**src/hdl/clj_pkg.sv**
```systemverilog
// Shared types and codes for the candidate list jump-to-cursor block.
// Used by the controller, the datapath and the top level; no dependencies.
package clj_pkg;

    localparam int CODE_W   = 14;
    localparam int INDEX_W  = 14;
    localparam int CURSOR_W = 14;
    localparam int LENGTH_W = 15;
    localparam int CFG_IDX_W  = 2;
    localparam int CFG_DATA_W = 15;

    // Request types
    localparam logic [1:0] REQ_WRITE = 2'd0;
    localparam logic [1:0] REQ_READ  = 2'd1;
    localparam logic [1:0] REQ_JUMP  = 2'd2;

    // Result status codes
    localparam logic [1:0] STATUS_NONE    = 2'd0;
    localparam logic [1:0] STATUS_MOVED   = 2'd1;
    localparam logic [1:0] STATUS_TRIED   = 2'd2;
    localparam logic [1:0] STATUS_REFUSED = 2'd3;

    // Configuration register indexes
    localparam logic [CFG_IDX_W-1:0] CFG_CURSOR      = 2'd0;
    localparam logic [CFG_IDX_W-1:0] CFG_LIST_LENGTH = 2'd1;
    localparam logic [CFG_IDX_W-1:0] CFG_PHASE_DONE  = 2'd2;

    localparam logic [LENGTH_W-1:0] LIST_LENGTH_RESET = 15'd16384;

    typedef struct packed {
        logic [1:0]         req_type;
        logic [INDEX_W-1:0] entry_index;
        logic [CODE_W-1:0]  item_value;
    } in_item_t;

    typedef struct packed {
        logic [1:0]         status;
        logic [INDEX_W-1:0] found_position;
        logic [CODE_W-1:0]  read_value;
    } result_t;

    typedef enum logic [2:0] {
        ST_IDLE,
        ST_DECODE,
        ST_RD_WAIT,
        ST_CUR_CHECK,
        ST_SCAN,
        ST_SHIFT_RD,
        ST_SHIFT_WR
    } state_t;

    typedef enum logic [2:0] {
        RAM_IDLE,
        RAM_RD_IDX,
        RAM_WR_IDX,
        RAM_RD_CUR,
        RAM_WR_CUR,
        RAM_RD_SCAN,
        RAM_RD_SHIFT,
        RAM_WR_SHIFT
    } ram_op_t;

    typedef enum logic [2:0] {
        RES_ZERO,
        RES_READ,
        RES_AT_CUR,
        RES_REFUSED,
        RES_TRIED,
        RES_MOVED
    } res_sel_t;

    // Controller to datapath
    typedef struct packed {
        logic     load_item;
        ram_op_t  ram_op;
        logic     scan_clear;
        logic     shift_start;
        logic     res_load;
        res_sel_t res_sel;
    } dp_cmd_t;

    // Datapath to controller
    typedef struct packed {
        logic [1:0] req_type;
        logic       idx_in_table;
        logic       cur_in_list;
        logic       phase_done;
        logic       rdata_match;
        logic       pend_valid;
        logic       scan_more;
        logic       found_before;
        logic       shift_more;
    } dp_status_t;

endpackage

```
**src/hdl/clj_ctrl.sv**
```systemverilog
// Controller state machine: decodes the request and sequences the cursor
// check, the table scan and the shift. Depends on clj_pkg.
module clj_ctrl (
    input  logic                clk,
    input  logic                rst_n,
    input  logic                start,
    input  clj_pkg::dp_status_t status,
    output clj_pkg::dp_cmd_t    cmd,
    output logic                busy
);
    import clj_pkg::*;

    state_t state_reg, state_next;

    always_ff @(posedge clk or negedge rst_n)
    begin
        if (!rst_n)
        begin
            state_reg <= ST_IDLE;
        end
        else
        begin
            state_reg <= state_next;
        end
    end

    always_comb
    begin
        state_next = state_reg;
        cmd        = '{load_item: 1'b0, ram_op: RAM_IDLE, scan_clear: 1'b0,
                       shift_start: 1'b0, res_load: 1'b0, res_sel: RES_ZERO};

        unique case (state_reg)
            ST_IDLE:
            begin
                if (start)
                begin
                    cmd.load_item = 1'b1;
                    state_next    = ST_DECODE;
                end
            end
            ST_DECODE:
            begin
                unique case (status.req_type)
                    REQ_WRITE:
                    begin
                        if (status.idx_in_table)
                        begin
                            cmd.ram_op = RAM_WR_IDX;
                        end
                        cmd.res_load = 1'b1;
                        state_next   = ST_IDLE;
                    end
                    REQ_READ:
                    begin
                        if (status.idx_in_table)
                        begin
                            cmd.ram_op = RAM_RD_IDX;
                            state_next = ST_RD_WAIT;
                        end
                        else
                        begin
                            cmd.res_load = 1'b1;
                            state_next   = ST_IDLE;
                        end
                    end
                    REQ_JUMP:
                    begin
                        if (status.cur_in_list)
                        begin
                            cmd.ram_op = RAM_RD_CUR;
                            state_next = ST_CUR_CHECK;
                        end
                        else if (status.phase_done)
                        begin
                            cmd.res_load = 1'b1;
                            cmd.res_sel  = RES_REFUSED;
                            state_next   = ST_IDLE;
                        end
                        else
                        begin
                            cmd.scan_clear = 1'b1;
                            state_next     = ST_SCAN;
                        end
                    end
                    default:
                    begin
                        cmd.res_load = 1'b1;
                        state_next   = ST_IDLE;
                    end
                endcase
            end
            ST_RD_WAIT:
            begin
                cmd.res_load = 1'b1;
                cmd.res_sel  = RES_READ;
                state_next   = ST_IDLE;
            end
            ST_CUR_CHECK:
            begin
                if (status.rdata_match)
                begin
                    cmd.res_load = 1'b1;
                    cmd.res_sel  = RES_AT_CUR;
                    state_next   = ST_IDLE;
                end
                else if (status.phase_done)
                begin
                    cmd.res_load = 1'b1;
                    cmd.res_sel  = RES_REFUSED;
                    state_next   = ST_IDLE;
                end
                else
                begin
                    cmd.scan_clear = 1'b1;
                    state_next     = ST_SCAN;
                end
            end
            ST_SCAN:
            begin
                if (status.pend_valid && status.rdata_match)
                begin
                    if (status.found_before)
                    begin
                        cmd.res_load = 1'b1;
                        cmd.res_sel  = RES_TRIED;
                        state_next   = ST_IDLE;
                    end
                    else
                    begin
                        cmd.shift_start = 1'b1;
                        state_next      = ST_SHIFT_RD;
                    end
                end
                else if (status.scan_more)
                begin
                    cmd.ram_op = RAM_RD_SCAN;
                end
                else
                begin
                    // not found: nothing changes
                    cmd.res_load = 1'b1;
                    state_next   = ST_IDLE;
                end
            end
            ST_SHIFT_RD:
            begin
                if (status.shift_more)
                begin
                    cmd.ram_op = RAM_RD_SHIFT;
                    state_next = ST_SHIFT_WR;
                end
                else
                begin
                    cmd.ram_op   = RAM_WR_CUR;
                    cmd.res_load = 1'b1;
                    cmd.res_sel  = RES_MOVED;
                    state_next   = ST_IDLE;
                end
            end
            ST_SHIFT_WR:
            begin
                cmd.ram_op = RAM_WR_SHIFT;
                state_next = ST_SHIFT_RD;
            end
            default:
            begin
                state_next = ST_IDLE;
            end
        endcase
    end

    assign busy = (state_reg != ST_IDLE);

endmodule

```
**config.mk**
```make
export PLATFORM = sky130hd
export DESIGN_NAME = clj_ctrl
export DESIGN_NICKNAME = d
export VERILOG_FILES = /design/src/hdl/clj_pkg.sv /design/src/hdl/clj_ctrl.sv
export SDC_FILE = /design/constraint.sdc
export NUM_CORES = 1
export LEC_CHECK = 0
export BUFFER_PORTS_ARGS = -buffer_cell sky130_fd_sc_hd__buf_2
export CORE_AREA = 4 4 41 43
export DETAILED_ROUTE_END_ITERATION = 10
export DIE_AREA = 0 0 45 47
export PLACE_DENSITY = 0.84
export SYNTH_ARGS = -nofsm -noshare
export SYNTH_HDL_FRONTEND = slang
export SYNTH_SLANG_ARGS = --single-unit
```
**constraint.sdc**
```tcl
create_clock -name clk -period 4.4 [get_ports clk]
set_clock_uncertainty 0.2 [all_clocks]
set_input_delay 0.88 -clock clk [delete_from_list [all_inputs] [get_ports clk]]
set_output_delay 0.88 -clock clk [all_outputs]
set_load 0.005 [all_outputs]
```
# Word-level counts from Yosys, hierarchy flattened

Cells that the tools add are included.

Add/subtract/negate cells: 0
Multipliers: 0
Divide/modulo/power cells: 0
Magnitude comparators: 0
Equality and inequality tests: 10
Shift operators: 0
Muxes and demuxes: 40
Bitwise logic cells: 0
Reduce and logical (&&, ||, !) cells: 5

Operators by type and width:

| operator                                       | number |
|---|---|
| two-way mux 3 bit                              | 12 |
| two-way mux 4 bit                              | 5 |
| case mux 4 bit (5 select lines)                | 1 |
| case mux 3 bit (6 select lines)                | 1 |
| two-way mux 1 bit                              | 13 |
| case mux 3 bit (4 select lines)                | 1 |
| == test 3 bit (second input constant)          | 3 |
| == test 3 x 2 -> 1 bit (second input constant) | 2 |
| two-way mux 2 bit                              | 3 |
| case mux 2 bit (3 select lines)                | 1 |
| case mux 3 bit (2 select lines)                | 1 |
| case mux 1 bit (2 select lines)                | 2 |
| == test 3 x 1 -> 1 bit (second input constant) | 1 |
| zero test 3 bit                                | 1 |
| inequality test 3 bit (second input constant)  | 1 |
| nonzero test 3 bit                             | 1 |
| == test 2 x 1 -> 1 bit (second input constant) | 1 |
| == test 2 bit (second input constant)          | 1 |
| zero test 2 bit                                | 1 |
| inequality test 2 bit (second input constant)  | 1 |
| AND reduction 2 bit                            | 1 |
| logical AND 1 bit                              | 1 |

Register bits after elaboration: 3
Latch bits: 0
Memory bits (writable): 0
Bits in read-only memories: 0
Input port bits: 13
Output and inout bits: 11
Word-level logic and storage cells: 56
Memories: 0

# Depth between registers and ports, before layout

Word-level depth: 4
Depth in mapped cells: 6

# Worst setup path after synthesis

No wires, ideal clock.

Path kind: in2out
Start: input port status[8] (netlist bit)
End: output port cmd[3] (netlist bit)
Data arrival time: 1.924 ns
Required time: 3.320 ns
Path slack: 1.396 ns
Cell stages on the path: 6
Path through: inv_1 ha_1 nand2b_1 o211ai_1 a2111oi_1 a21o_1

RTL lines:

| item            | line          | source |
|---|---|---|
| start, declared | clj_ctrl.sv:7 | `input clj_pkg::dp_status_t status,` |
| end, declared   | clj_ctrl.sv:8 | `output clj_pkg::dp_cmd_t cmd,` |

==> metrics list <==
- Total iterations of the first detailed-routing run: 4
- The slowest stage of the critical path is the a2111oi_1 cell.
* CTS tree: built
* Delay of the slowest cell on the worst path: between 0.5 and 0.6 ns
- For this block, the via count after detailed routing is about 720.
- Most repeated library cell on the critical path: buf_2
- Layout net count: 123
- Slew Limit Fails: 0
- Maximum number of pins on one net before global-route repair: 17
* Number of buffers inserted during clock tree synthesis: 3
- VDD sags by at most about 0.13 mV.
* Routability cong.: 0.950
- In this run the tightest slew margin relative to its limit is roughly 68%.
- Die Area: approximately 2100 µm²
- Standby leakage power: ~0.00035 µW
* Number of placed I/O pins: 24
- In this run, synthesis inferred 0 flip-flops with an integrated enable.
- Mux contribution to synthesized area: 0%
* GRT Overall Usage: 14.4%
* Worst min-delay path class: input pin to asynchronous set/reset pin
* Initial DRC Count: 15
- Of the total synthesized cell area, the portion taken by XOR and XNOR cells is 0%.
- Combinational family with the most area after synthesis: simple AND/OR/NAND/NOR gates
* Detailed-route DRC error count: 0
- The tool flagged a number of max-cap violations equal to 0.
- The flow ran to the end, and the final reports show no timing, DRC or antenna violations.
- Final Hold Vio Count: 0
- The cell area that synthesis handed to floorplanning was around 570 µm².
- Across the whole layout, storage elements account for 75.1 µm².
* Via count of the first global-routing pass: around 570
- In this run the number of H-tree levels came out at 1.
- Setup_tns: 0 ns
- The worst setup path is of the input pin to output pin kind.
- # Post-CTS Setup Buffers: 0
- Achievable Freq: slightly below 300 MHz
- Leading cell type in the layout, fill and taps excluded: buf_2
- Primary FF master, synth: dfrtp_1
- Dividing the detail-routed wire length by the instance count gives 12.8 µm.
- Switching power summed over all nets: 98.4 µW
- The first global-routing pass estimated around 2300 µm of wire.
* Horizontal die dimension: ~45 µm
- For this run, the number of Yosys warnings is 0.
- Total area of multi-input combinational cells: about 450 µm²
- The register with the most flip-flops in the layout has 3 of them.
- Post-detailed-route via-to-cell ratio: 6.03
* Post-synthesis adder-cell area fraction: between 10% and 20%
- In this run the deepest clock path goes through 2 buffers.
- The initial utilization of the core area, before any placement, comes to 43.8%.
- Compared with the post-synthesis result, the final layout area differs by 24.4%.
- Fraction of power consumed by combinational cells: a little under three fifths
* Standard cell core area: 1300 µm²
* Worst Setup End Kind: output pin
- Gate count of the mapped netlist: slightly above 80
- The wire-length estimate of the detail-placed layout is around 1200 µm.
- Largest fanout on the critical path: 3
- Sequential cells account for 23.3% of the total power.
- Sequential-to-total area share from yosys stat: between 10% and 20%
* Fraction of the mapped netlist area in compound gates: between 30% and 40%
- Post-synthesis share of cell area spent on and, or, nand and nor gates: 36.3%
* Die H: 47 µm
* Syn_nets: just under 100
- Number of storage elements in the synthesis netlist: 3
* Internal power contribution: ~120 µW
- Power share of the clock group: a little over a fifth
* Proportion of layout cells with a drive suffix above 1: between 20% and 30%
- Antenna violations before repair: 0
- After clock tree synthesis, the repair step resized 0 gates.
* Remaining antenna violation count after routing: 0
- Worst Setup Start Kind: input pin
- Count of endpoints failing setup in the final report: 0
- The initialized floorplan defines 13 standard-cell rows.
- Cell at the root of the clock tree: clkbuf_4
* Data required time at the worst endpoint: roughly 3.3 ns
- Chain of cells forming the critical path: buf_2 -> inv_1 -> ha_1 -> nand2b_1 -> o211ai_1 -> a2111oi_1 -> a21o_1 -> buf_2
- At the later pin of the worst-skew pair, clock insertion delay measures about 0.23 ns.
* TritonCTS Sinks: 3
* Ratio of final minimum period to clock period: between 70 and 80%
- Clock-pin slew was measured on the worst setup and hold paths at roughly 0.040 ns.
- After filler insertion, the fill cell instance count of the layout stands at 141.
- Setup repair after global routing left no endpoint under its margin.
- Final Critical Period: about 3.4 ns
- Mean post-synth cell area: ~7.0 µm²
- Power per Cell Area: about 300 nW/µm²
- Count of cell types in the netlist: 35
- Total grt overflow: 0
* Number of antenna diodes: 0
- Area of placed instances: 682 µm²
- Top library cells by usage in the layout, fill and taps aside: 23 x buf_2, 8 x nand2_1, 6 x a21oi_1
- Hold buffer count at CTS: 0
* Final cell area excluding filler cells: ~700 µm²
- Slew at the pin closest to its max-slew limit: ~0.48 ns
- Data arrival at the endpoint of the critical path: between 2 and 2.5 ns
- After synthesis, the share of flip-flops with an asynchronous set or reset is 100%.
- Summed over all layers, the routed wires come to around 1500 µm.
* Switching power share of the total: 45.1%
- The count of buffers added on input and output ports is 23.
==> metal layers <==
layer  vias to the layer above  routed length, µm  GRT usage, %
met5                         -                  0             0
met4                         0                 28          5.26
li1                        357                  -             -
met1                       329                636          19.9
met2                        28                723          22.6
met3                         4                132          2.30
==> final timing paths <==
| kind | start | endpoint | slack [ns] | cells past startpoint |
|---|---|---|---|---|
| min in group clk | state_reg[1] | state_reg[0] | 0.64 | 3 |
| worst max register to register | state_reg[1] | state_reg[2] | 2.42 | 5 |
| max in group asynchronous | rst_n | state_reg[1] | 3.66 | 1 |
| worst min register to register | state_reg[1] | state_reg[0] | 0.64 | 3 |
| worst min-delay path | rst_n | state_reg[0] | 0.24 | 1 |
| worst max-delay path | status[8] | cmd[3] | 0.98 | 8 |
==> synth_stat cells (2+ instances only) <==
library cell / instances / share of area [%]
nand2_1: 8 / 5.3
a21oi_1: 6 / 5.3
ha_1: 5 / 11
nor2_1: 5 / 3.3
o21ai_0: 5 / 4.4
and3_1: 4 / 4.4
o211ai_1: 4 / 5.3
dfrtp_1: 3 / 13
inv_1: 3 / 2.0
nand2b_1: 3 / 3.3
nor2b_1: 3 / 3.3
o21ai_1: 3 / 2.6
a22oi_1: 2 / 2.6
a31oi_1: 2 / 2.2
buf_2: 2 / 1.8
inv_2: 2 / 1.3
nor3b_1: 2 / 2.6
nor4b_1: 2 / 3.1
==> power groups by stage <==
stage	Clock (µW)	Sequential [µW]	Combinational, µW
floorplan	0	36.0	99.4
global placement	0	50.6	116
detailed placement	0	50.4	120
CTS	49.7	50.3	120
global route	53.8	52.7	134
finish	47.1	50.8	120
==> worst max-delay path, delay by kind of cell <==
family                   cells  cell delay (ns)
AO/OA/AOI/OAI                3             0.77
adder cells (fa/ha/maj)      1             0.32
buffers and inverters        3             0.26
AND/OR/NAND/NOR              1             0.10
==> area by class of cell <==
cell class	instances	share of cell area, %
clock buffers	4	3.71
inverters	5	2.65
well taps	15	2.65
multi-input cells	69	64.1
repair buffers	23	16.3
flip-flops and latches	3	10.6
==> stage by stage <==
stage | setup WS, ns | power, µW | hold WS, ns | std cells | util [%]
after detailed placement | 0.993 | 171 | 0.477 | 115 | 52.4
after floorplan | 1.40 | 135 | 0.384 | 81 | -
after global routing | 0.909 | 240 | 0.226 | 119 | 54.4
after global placement | 1.14 | 167 | 0.474 | 115 | 52.4
after CTS | 0.992 | 220 | 0.228 | 119 | 54.4
final | 0.983 | 218 | 0.236 | 119 | 54.4
==> cell families (layout without fill, tap and decap cells) <==
kind of cell	count (synthesis)	after routing
AND/OR/NAND/NOR	36	36
adder cells (fa/ha/maj)	5	5
AO/OA/AOI/OAI	28	28
buffers and inverters	9	32
flip-flops	3	3
No activity file was read; power rests on OpenSTA's default activity.
